## src/hw/rtl/wsfd_pkg.sv

```systemverilog
// ----------------------------------------------------------------------------
// wsfd_pkg: shared types and constants of the LED frame driver
// Operation codes, bit phases, register indexes and reset values.
// ----------------------------------------------------------------------------
package wsfd_pkg;

  // default chain length
  localparam int NUM_LEDS_DEF = 8;

  // item operation codes
  typedef enum logic [1:0] {
    OP_WRITE = 2'd0,
    OP_START = 2'd1,
    OP_TICK  = 2'd2
  } op_t;

  // phases of one serial bit
  typedef enum logic [1:0] {
    PH_HIGH = 2'd0,
    PH_DATA = 2'd1,
    PH_LOW  = 2'd2
  } phase_t;

  // configuration register indexes (byte address / 4)
  localparam logic [1:0] REG_HIGH = 2'd0;
  localparam logic [1:0] REG_DATA = 2'd1;
  localparam logic [1:0] REG_LOW  = 2'd2;

  // register reset values
  localparam logic [7:0] HIGH_TICKS_RST = 8'd8;
  localparam logic [7:0] DATA_TICKS_RST = 8'd16;
  localparam logic [7:0] LOW_TICKS_RST  = 8'd16;

  // bytes go out MSB first
  localparam logic [2:0] BIT_FIRST = 3'd7;

  // colors per LED row: green, red, blue
  localparam logic [1:0] COLOR_GREEN = 2'd0;
  localparam logic [1:0] COLOR_RED   = 2'd1;
  localparam logic [1:0] COLOR_BLUE  = 2'd2;

endpackage

```

## src/hw/rtl/ws2812_frame_driver.sv

```systemverilog
// Throughput: one item per cycle while the skid register is empty; a two-deep
//   output (result plus skid register) lets items enter while a result waits.
// Reset: synchronous, active high; clears control state and the per-row valid
//   bits (the whole color store reads as zero at once) and presets timing registers.
// ----------------------------------------------------------------------------
// ws2812_frame_driver: color store and single-wire serial LED frame driver
// Stores green/red/blue per LED in reversed slot order and, on a start
// command, shifts the whole store out MSB first, one tick item per step,
// each bit as a high phase, a data phase and a low phase.
// ----------------------------------------------------------------------------
module ws2812_frame_driver
  import wsfd_pkg::*;
#(
  parameter int NUM_LEDS = NUM_LEDS_DEF
) (
  input  logic        clk,
  input  logic        rst,
  // input item channel
  input  logic        in_valid,
  output logic        in_stall,
  input  logic [1:0]  op,
  input  logic [2:0]  position,
  input  logic [7:0]  red,
  input  logic [7:0]  green,
  input  logic [7:0]  blue,
  // result item channel
  output logic        out_valid,
  input  logic        out_stall,
  output logic        line_level,
  output logic        busy_res,
  output logic        frame_done,
  // configuration port
  input  logic        psel,
  input  logic        penable,
  input  logic        pwrite,
  input  logic [3:0]  paddr,
  input  logic [31:0] pwdata,
  output logic [31:0] prdata,
  output logic        pready
);

  localparam int IDX_W = (NUM_LEDS > 1) ? $clog2(NUM_LEDS) : 1;
  localparam logic [IDX_W-1:0] LAST_LED = IDX_W'(NUM_LEDS - 1);

  // --------------------------------------------------------------------------
  // Configuration registers
  // --------------------------------------------------------------------------
  logic [7:0] high_ticks;
  logic [7:0] data_ticks;
  logic [7:0] low_ticks;
  logic       cfg_wr;

  assign pready = 1'b1;
  assign cfg_wr = psel && penable && pwrite && pready;

  always_ff @(posedge clk) begin
    if (rst) begin
      high_ticks <= HIGH_TICKS_RST;
      data_ticks <= DATA_TICKS_RST;
      low_ticks  <= LOW_TICKS_RST;
    end else if (cfg_wr) begin
      // writes past the last register are dropped
      case (paddr[3:2])
        REG_HIGH: high_ticks <= pwdata[7:0];
        REG_DATA: data_ticks <= pwdata[7:0];
        REG_LOW:  low_ticks  <= pwdata[7:0];
        default: ;
      endcase
    end
  end

  always_comb begin
    case (paddr[3:2])
      REG_HIGH: prdata = {24'd0, high_ticks};
      REG_DATA: prdata = {24'd0, data_ticks};
      REG_LOW:  prdata = {24'd0, low_ticks};
      default:  prdata = 32'd0;
    endcase
  end

  // --------------------------------------------------------------------------
  // Handshake: result register plus one skid register. The input stalls
  // only while the skid register holds a result.
  // --------------------------------------------------------------------------
  logic accept;
  logic out_free;
  logic skid_valid;
  logic skid_line, skid_busy, skid_done;

  assign in_stall = skid_valid;
  assign accept   = in_valid && !skid_valid;
  assign out_free = !out_valid || !out_stall;

  // --------------------------------------------------------------------------
  // Transmit state
  // --------------------------------------------------------------------------
  logic             sending,     sending_next;
  logic [IDX_W-1:0] led_index,   led_next;
  logic [1:0]       color_sel,   color_next;
  logic [2:0]       bit_index,   bit_next;
  phase_t           bit_phase,   phase_next;
  logic [7:0]       phase_count, count_next;
  logic             line_reg,    line_next;
  logic             done_next;

  // color store: one 24-bit row per LED slot, {green, red, blue}
  logic [23:0]         store [NUM_LEDS];
  logic [NUM_LEDS-1:0] row_valid;
  logic [23:0]         rd_row;
  logic                rd_ok;

  logic             pos_ok;
  logic [6:0]       slot_wide;
  logic [IDX_W-1:0] slot;
  logic             wr_en;
  logic [7:0]       cur_byte;
  logic [7:0]       phase_len;
  logic [8:0]       cnt;

  assign pos_ok    = {4'd0, position} < 7'(NUM_LEDS);
  assign slot_wide = 7'(NUM_LEDS - 1) - {4'd0, position};
  assign slot      = slot_wide[IDX_W-1:0];

  // byte under transmission from the registered row
  always_comb begin
    case (color_sel)
      COLOR_GREEN: cur_byte = rd_row[23:16];
      COLOR_RED:   cur_byte = rd_row[15:8];
      default:     cur_byte = rd_row[7:0];
    endcase
    if (!rd_ok) begin
      cur_byte = 8'd0;
    end
  end

  always_comb begin
    case (bit_phase)
      PH_HIGH: phase_len = high_ticks;
      PH_DATA: phase_len = data_ticks;
      default: phase_len = low_ticks;
    endcase
  end

  assign cnt = {1'b0, phase_count} + 9'd1;

  // next state of the frame sequencer for the accepted item
  always_comb begin
    sending_next = sending;
    led_next     = led_index;
    color_next   = color_sel;
    bit_next     = bit_index;
    phase_next   = bit_phase;
    count_next   = phase_count;
    line_next    = line_reg;
    done_next    = 1'b0;
    wr_en        = 1'b0;
    if (accept) begin
      case (op_t'(op))
        OP_WRITE: begin
          // drop writes during a frame and out-of-range positions
          wr_en = !sending && pos_ok;
        end
        OP_START: begin
          if (!sending) begin
            sending_next = 1'b1;
            led_next     = '0;
            color_next   = COLOR_GREEN;
            bit_next     = BIT_FIRST;
            phase_next   = PH_HIGH;
            count_next   = 8'd0;
          end
        end
        OP_TICK: begin
          if (sending) begin
            case (bit_phase)
              PH_HIGH: line_next = 1'b1;
              PH_DATA: line_next = cur_byte[bit_index];
              default: line_next = 1'b0;
            endcase
            // a zero length ends the phase after one tick
            if (cnt >= {1'b0, phase_len}) begin
              count_next = 8'd0;
              case (bit_phase)
                PH_HIGH: phase_next = PH_DATA;
                PH_DATA: phase_next = PH_LOW;
                default: begin
                  phase_next = PH_HIGH;
                  if (bit_index != 3'd0) begin
                    bit_next = bit_index - 3'd1;
                  end else begin
                    bit_next = BIT_FIRST;
                    if (color_sel != COLOR_BLUE) begin
                      color_next = color_sel + 2'd1;
                    end else if (led_index != LAST_LED) begin
                      color_next = COLOR_GREEN;
                      led_next   = led_index + IDX_W'(1);
                    end else begin
                      // last bit of the frame
                      color_next   = COLOR_GREEN;
                      led_next     = '0;
                      sending_next = 1'b0;
                      done_next    = 1'b1;
                    end
                  end
                end
              endcase
            end else begin
              count_next = cnt[7:0];
            end
          end else begin
            line_next = 1'b0;
          end
        end
        default: ;
      endcase
    end
  end

  always_ff @(posedge clk) begin
    if (rst) begin
      sending     <= 1'b0;
      led_index   <= '0;
      color_sel   <= COLOR_GREEN;
      bit_index   <= BIT_FIRST;
      bit_phase   <= PH_HIGH;
      phase_count <= 8'd0;
      line_reg    <= 1'b0;
    end else begin
      sending     <= sending_next;
      led_index   <= led_next;
      color_sel   <= color_next;
      bit_index   <= bit_next;
      bit_phase   <= phase_next;
      phase_count <= count_next;
      line_reg    <= line_next;
    end
  end

  // --------------------------------------------------------------------------
  // Store: one write port, one registered read port that tracks the next
  // LED index, so the row of the current LED is always ready for a tick.
  // Writes only happen while idle, when the read address sits at LED zero
  // and a start needs at least one more item before the first tick.
  // --------------------------------------------------------------------------
  always_ff @(posedge clk) begin
    if (wr_en) begin
      store[slot] <= {green, red, blue};
    end
    rd_row <= store[led_next];
  end

  always_ff @(posedge clk) begin
    if (rst) begin
      row_valid <= '0;
      rd_ok     <= 1'b0;
    end else begin
      if (wr_en) begin
        row_valid[slot] <= 1'b1;
      end
      rd_ok <= row_valid[led_next];
    end
  end

  // --------------------------------------------------------------------------
  // Result register and skid register
  // --------------------------------------------------------------------------
  always_ff @(posedge clk) begin
    if (rst) begin
      out_valid  <= 1'b0;
      skid_valid <= 1'b0;
    end else if (skid_valid) begin
      // drain the skid register first; no item enters meanwhile
      if (out_free) begin
        out_valid  <= 1'b1;
        skid_valid <= 1'b0;
      end
    end else if (accept) begin
      if (out_free) begin
        out_valid <= 1'b1;
      end else begin
        skid_valid <= 1'b1;
      end
    end else if (out_free) begin
      out_valid <= 1'b0;
    end
  end

  always_ff @(posedge clk) begin
    if (skid_valid) begin
      if (out_free) begin
        line_level <= skid_line;
        busy_res   <= skid_busy;
        frame_done <= skid_done;
      end
    end else if (accept) begin
      if (out_free) begin
        line_level <= line_next;
        busy_res   <= sending_next;
        frame_done <= done_next;
      end else begin
        skid_line <= line_next;
        skid_busy <= sending_next;
        skid_done <= done_next;
      end
    end
  end

endmodule

```

## config.mk

```make
export PLATFORM = sky130hd
export DESIGN_NAME = ws2812_frame_driver
export DESIGN_NICKNAME = d
export VERILOG_FILES = /design/src/hw/rtl/wsfd_pkg.sv /design/src/hw/rtl/ws2812_frame_driver.sv
export SDC_FILE = /design/constraint.sdc
export NUM_CORES = 1
export LEC_CHECK = 0
export BUFFER_PORTS_ARGS = -buffer_cell sky130_fd_sc_hd__buf_2
export CAP_MARGIN = 20
export CORE_MARGIN = 2
export CORE_UTILIZATION = 55
export CTS_BUF_LIST = sky130_fd_sc_hd__clkbuf_2 sky130_fd_sc_hd__clkbuf_4 sky130_fd_sc_hd__clkbuf_8
export DETAILED_ROUTE_END_ITERATION = 10
export GPL_TIMING_DRIVEN = 0
export PLACE_DENSITY = 0.74
export SLEW_MARGIN = 10
export SYNTH_ARGS = -nofsm -noshare
export SYNTH_HDL_FRONTEND = slang
export SYNTH_SLANG_ARGS = --single-unit
```

## constraint.sdc

```tcl
create_clock -name clk -period 9.5 [get_ports clk]
set_input_delay 1.9 -clock clk [delete_from_list [all_inputs] [get_ports clk]]
set_output_delay 1.9 -clock clk [all_outputs]
set_load 0.01 [all_outputs]
```

# Word level (Yosys, flattened, before mapping)
# Memory sizes are Yosys's and may differ from the RTL's. A register that Yosys moved wholly into a read port is not among the register bits.
# Index checks and enable logic that the tools add are counted.
[totals]
ff_bits = 61
ramBits = 192
inputBits = 72
out_inout_bits = 38
word_cells = 156
mem_count = 1
[memory_table]
columns = ["name", "words", "width", "read_ports", "rd_clocked_by_memory_dff", "write_ports", "line", "text"]
rows = [
  ["store", 8, 24, 1, 1, 1, "ws2812_frame_driver.sv:107", "logic [23:0] store [NUM_LEDS];"],
]
[op_classes]
add_sub_neg = 5
n_lt_le_gt_ge = 5
n_eq_ne = 13
n_mux = 82
n_bitwise = 3
reduce_logical = 27
[op_table]
columns = ["operator", "n"]
rows = [
  ["$pmux W8 S2", 3],
  ["$mux W1", 43],
  ["$mux W3", 13],
  ["$mux W8", 4],
  ["$pmux W8 S3", 1],
  ["$mux W2", 8],
  ["$lt A3 B4 Y1 const B", 3],
  ["$ne A2 B2 Y1 const B", 6],
  ["$pmux W2 S2", 3],
  ["$pmux W3 S2", 2],
  ["$add A8 B1 Y9 const B", 1],
  ["$ge A9 B8 Y1", 1],
  ["$eq A2 B1 Y1 const B", 4],
  ["$logic_not A2 Y1", 4],
  ["$or A8 B8 Y8", 1],
  ["$reduce_and A2 Y1", 4],
  ["$reduce_and A7 Y1", 1],
  ["$bmux W1 S3", 2],
  ["$reduce_and A6 Y1", 1],
  ["$reduce_bool A3 Y1", 2],
  ["$reduce_and A5 Y1", 1],
  ["$eq A2 B2 Y1 const B", 2],
  ["$logic_and A1 B1 Y1", 4],
  ["$logic_not A1 Y1", 4],
  ["14 further kinds", 17],
]

# Logic depth before layout (Yosys ltp)
[depth]
depth_word = 12
depth_mapped = 16
mapped_depth_nobuf = 14

# Worst setup path before layout
# No wires, ideal clock.
[synth_timing]
path_kind = "input port to output port"
startpoint = "input port paddr[3]"
endpoint = "output port prdata[0]"
t_arrival_ps = 2706
required_ps = 7600
setup_slack_ps = 4894
path_stages = 3
n_path_buf = 1
cell_sequence = "buf_1 > mux2i_1 > o21ai_0"
[synth_between]
elab_chain_len = 2
elab_cells_between_ends = 4
classes_between = "eq/ne: 2; mux: 1; reduce/logical: 1"
[synth_rtl]
columns = ["element", "line", "text"]
rows = [
  ["start, declared", "ws2812_frame_driver.sv:36", "input logic [3:0] paddr,"],
  ["$eq A2 B2 Y1 (tied with other cells)", "ws2812_frame_driver.sv:73", "case (paddr[3:2])"],
  ["$pmux W8 S3 (*)", "ws2812_frame_driver.sv:73", ""],
  ["end, declared", "ws2812_frame_driver.sv:38", "output logic [31:0] prdata,"],
]
# Every way passes the cells marked *; elsewhere a longest branch is shown, timed or not.

# Worst setup path in the final report
[layout_timing]
startpoint = "input port paddr[2]"
endpoint = "output port prdata[4]"
# Same word-level chain as after synthesis.

==> metrics.csv <==
stage,metric,value,unit
setup_path,reg-to-reg endpoint,rd_row[12]$_DFF_P_,
pwr,Leak Pwr,4.832,nW
clock_network,CTS resizes,0,
synthesis,combinational family with the most area after synthesis,multiplexers,
detailed_routing,drt drc,0,
synthesis,ys async rst share,0,%
placement,pre-CTS WS,4.303,ns
pwr,Sw Ratio,20.56,%
detailed_routing,vias after detailed routing,6841,
run_status,status,completed,
pwr,P_sw,0.0004970,W
setup_path,reg2reg path depth,14,
synthesis,share of the synthesized area in the top cell type,51.54,%
synthesis,Post-synth EDFFs,198,
detailed_routing,routed wire length,24190,um
synthesis,Synth Area in Compound Gates,7.017,%
synthesis,Yosys cell types,53,
synthesis,Synth Flop Type,edfxtp_1,
placement,count of input and output buffers,58,
clock_network,H-tree lvl count,2,
floorplanning,# IOs,110,
min_path,worst hold stages,2,
setup_path,CP Capture Type,output port,
finish,Top reg by flops,store,
finish,share of cells above drive strength 1,28.89,%
placement,HPWL reported at the end of detailed placement,16280,um
clock_network,Post-CTS Hold Buffers,0,
sta,Final period util,55.64,%
synthesis,Gate Count Post-Synth,801,
setup_path,Worst EP arrival,3.39,ns
finish,multi-input logic area,3695,um2
pwr,maximum vdd ir drop,0.1324,mV
detailed_routing,Routed WL per cell,19.40,um
sta,maximum clock rate,189.2,MHz
finish,largest registers,"store (192), rd_row (24)",
finish,max FFs per register,192,
synthesis,synthesized flop and latch total,277,
detailed_routing,First DRT Iteration DRCs,353,
floorplanning,die area,22150,um2
min_path,min-delay src,row_valid[4]$_SDFFE_PP0P_,
pwr,Pint,0.001921,W
synthesis,"Avg Cell Area, Syn",14.40,um2
placement,cell count after placement,1165,
clock_network,clock transition at the registers of the reported paths,0.06,ns
floorplanning,core footprint,20430,um2
sta,RSZ-0062 raised after global routing,false,
clock_network,CTS buffer count,44,
grt,initial antenna violation count,2,
sta,setup ws final,4.215,ns
min_path,Hold EP,row_valid[4]$_SDFFE_PP0P_,
sta,Worst slew margin,42.70,%
synthesis,synth top area cells,"edfxtp_1 52%, dfxtp_1 14%, mux2i_1 8.7%, mux2_2 5.1%, nor2_1 2.6%",
synthesis,"Seq/Total Area, Yosys",65.25,%
setup_path,Critical Path RT,7.60,ns
floorplanning,FP Rows,52,
setup_path,reg2reg setup slack,5.15,ns
synthesis,Synth Area in XOR/XNOR,1.139,%
finish,post-route cell area,13470,um2
placement,DP Area,12540,um2
detailed_routing,Routed Antenna Nets,0,
setup_path,crit-path max cell delay,0.38,ns
finish,Non-Filler Instances,1247,
setup_path,slowest CP cell,clkbuf_1,
sta,final hold violations,0,
pwr,Seq pwr share,54.1,%
grt,vias in the first global route,6832,
setup_path,Worst Setup Start Kind,primary input,
sta,Pins Over Slew Limit,0,
clock_network,CTS tree,built,
synthesis,mux contribution to synthesized area,14.63,%
finish,Register Area,7527,um2
clock_network,Sink Count,277,
flow_run,MaxCap Viol Count,0,
grt,GRT overflow,0,
synthesis,Post-Syn Area,11540,um2
setup_path,crit-path cells,buf_2 -> clkbuf_1 -> nor2b_1 -> clkbuf_1 -> nand2_1 -> o21ai_0 -> buf_2,
sta,final setup TNS,0,ns
pwr,Comb pwr share,3.3,%
finish,most frequent cells in the layout,"198 x edfxtp_1, 100 x mux2i_1, 79 x dfxtp_1, 75 x nor2_1, 66 x buf_2",
detailed_routing,DRT Pass-1 Iters,5,
sta,final critical-path required period,5.285,ns
clock_network,Clock Latency Late Sink,0.56,ns
synthesis,synthesized-area fraction occupied by adder cells,1.735,%
detailed_routing,DR vias/cell,5.486,
sta,Setup Viol. Count Final,0,
pwr,Clk pwr share,42.6,%
pwr,cell area power density,179.5,nW/um2
sta,Worst-Margin Slew,0.8538,ns
finish,P&R area growth vs syn,16.77,%
setup_path,r2r startpoint,bit_phase[0]$_SDFFE_PP0P_,
finish,fillers,1472,
synthesis,YS warnings,0,
synthesis,cell taking the most area after synthesis,edfxtp_1,
grt,largest net degree at the start of global routing,20,
setup_path,Crit Path Max Fanout,10,
floorplanning,Starting Density,56.47,%
grt,first-pass GRT wire length,37080,um
synthesis,Synth Area in Simple Gates,6.171,%
placement,Final GP Congestion,0.8263,
setup_path,Critical Setup Path Class,primary input to output port,
clock_network,Max Root-Sink Buffers,3,
finish,"most common cell after layout, fill and taps aside",edfxtp_1,
floorplanning,Die H,148.8,um
sta,WHS,0.4684,ns
clock_network,setup bufs post-CTS,0,
min_path,Hold Path Class,flip-flop to flip-flop,
finish,Nets,1029,
clock_network,clock root cell,clkbuf_8,
grt,GR Util All Layers,22.05,%
sta,clock skew,0.03359,ns
floorplanning,die width,148.8,um
==> how the worst max path moves through the flow <==
stage	startpoint	to	slack, ns	depth (start not counted)
after floorplan	paddr[3]	prdata[0]	4.89	3
after global routing	paddr[2]	prdata[4]	4.15	7
final	paddr[2]	prdata[4]	4.21	7
after CTS	paddr[2]	prdata[4]	4.29	7
after detailed placement	paddr[2]	prdata[4]	4.30	7
after global placement	in_valid	store[7][10]$_DFFE_PP_	2.90	4
==> cell usage after synthesis, types with 11 or more instances <==
master      n
edfxtp_1  198
mux2i_1   100
nor2_1     81
dfxtp_1    79
mux2_2     52
nand2_1    30
buf_4      27
o22ai_1    24
a21oi_1    23
a221oi_2   19
ha_1       16
clkbuf_1   15
inv_1      13
o21ai_0    13
xnor2_1    11
==> final cells by class <==
| type | instances | area share (%) |
|---|---|---|
| Antenna cell | 1 | 0.01858 |
| Buffer | 61 | 3.056 |
| Clock buffer | 73 | 6.530 |
| Clock inverter | 8 | 0.3901 |
| Inverter | 13 | 0.3623 |
| Multi-Input combinational cell | 473 | 27.43 |
| Sequential cell | 277 | 55.88 |
| Tap cell | 270 | 2.508 |
| Timing Repair Buffer | 71 | 3.827 |
==> through the flow <==
step	utilization, %	total power (W)
floorplan	-	0.001375
global placement	59.96	0.001406
detailed placement	61.36	0.001411
CTS	65.92	0.002442
global route	65.94	0.002498
finish	65.94	0.002418
==> power by group through the flow <==
stage                     clock network (W)  registers [W]  logic (W)
after floorplan                           0        0.00133  0.0000417
after global placement                    0        0.00133  0.0000726
final                               0.00103        0.00131  0.0000796
after global routing                0.00110        0.00131  0.0000877
after CTS                           0.00106        0.00131  0.0000792
after detailed placement                  0        0.00133  0.0000786
==> per-layer routing <==
layer | track usage (%) | part of all wire [%] | vias to the layer above
met2 | 36.30 | 49 | 229
met3 | 4.128 | 6.2 | 42
met1 | 29.57 | 43 | 3316
met4 | 8.000 | 2.0 | 2
li1 | - | - | 3252
met5 | 0 | 0.066 | -
==> worst max-delay path: cells and delay by family <==
kind | cells | cell delay (ns)
AO/OA/AOI/OAI | 1 | 0.15
buffers and inverters | 4 | 1.05
AND/OR/NAND/NOR | 2 | 0.28
==> cell families after synthesis <==
logic type,after synthesis
buffers and inverters,74
adder cells (fa/ha/maj),16
other,2
flip-flops,277
AND/OR/NAND/NOR,156
AO/OA/AOI/OAI,103
XOR/XNOR,15
multiplexers,158
Note: power is estimated with default switching activity, not from simulation.
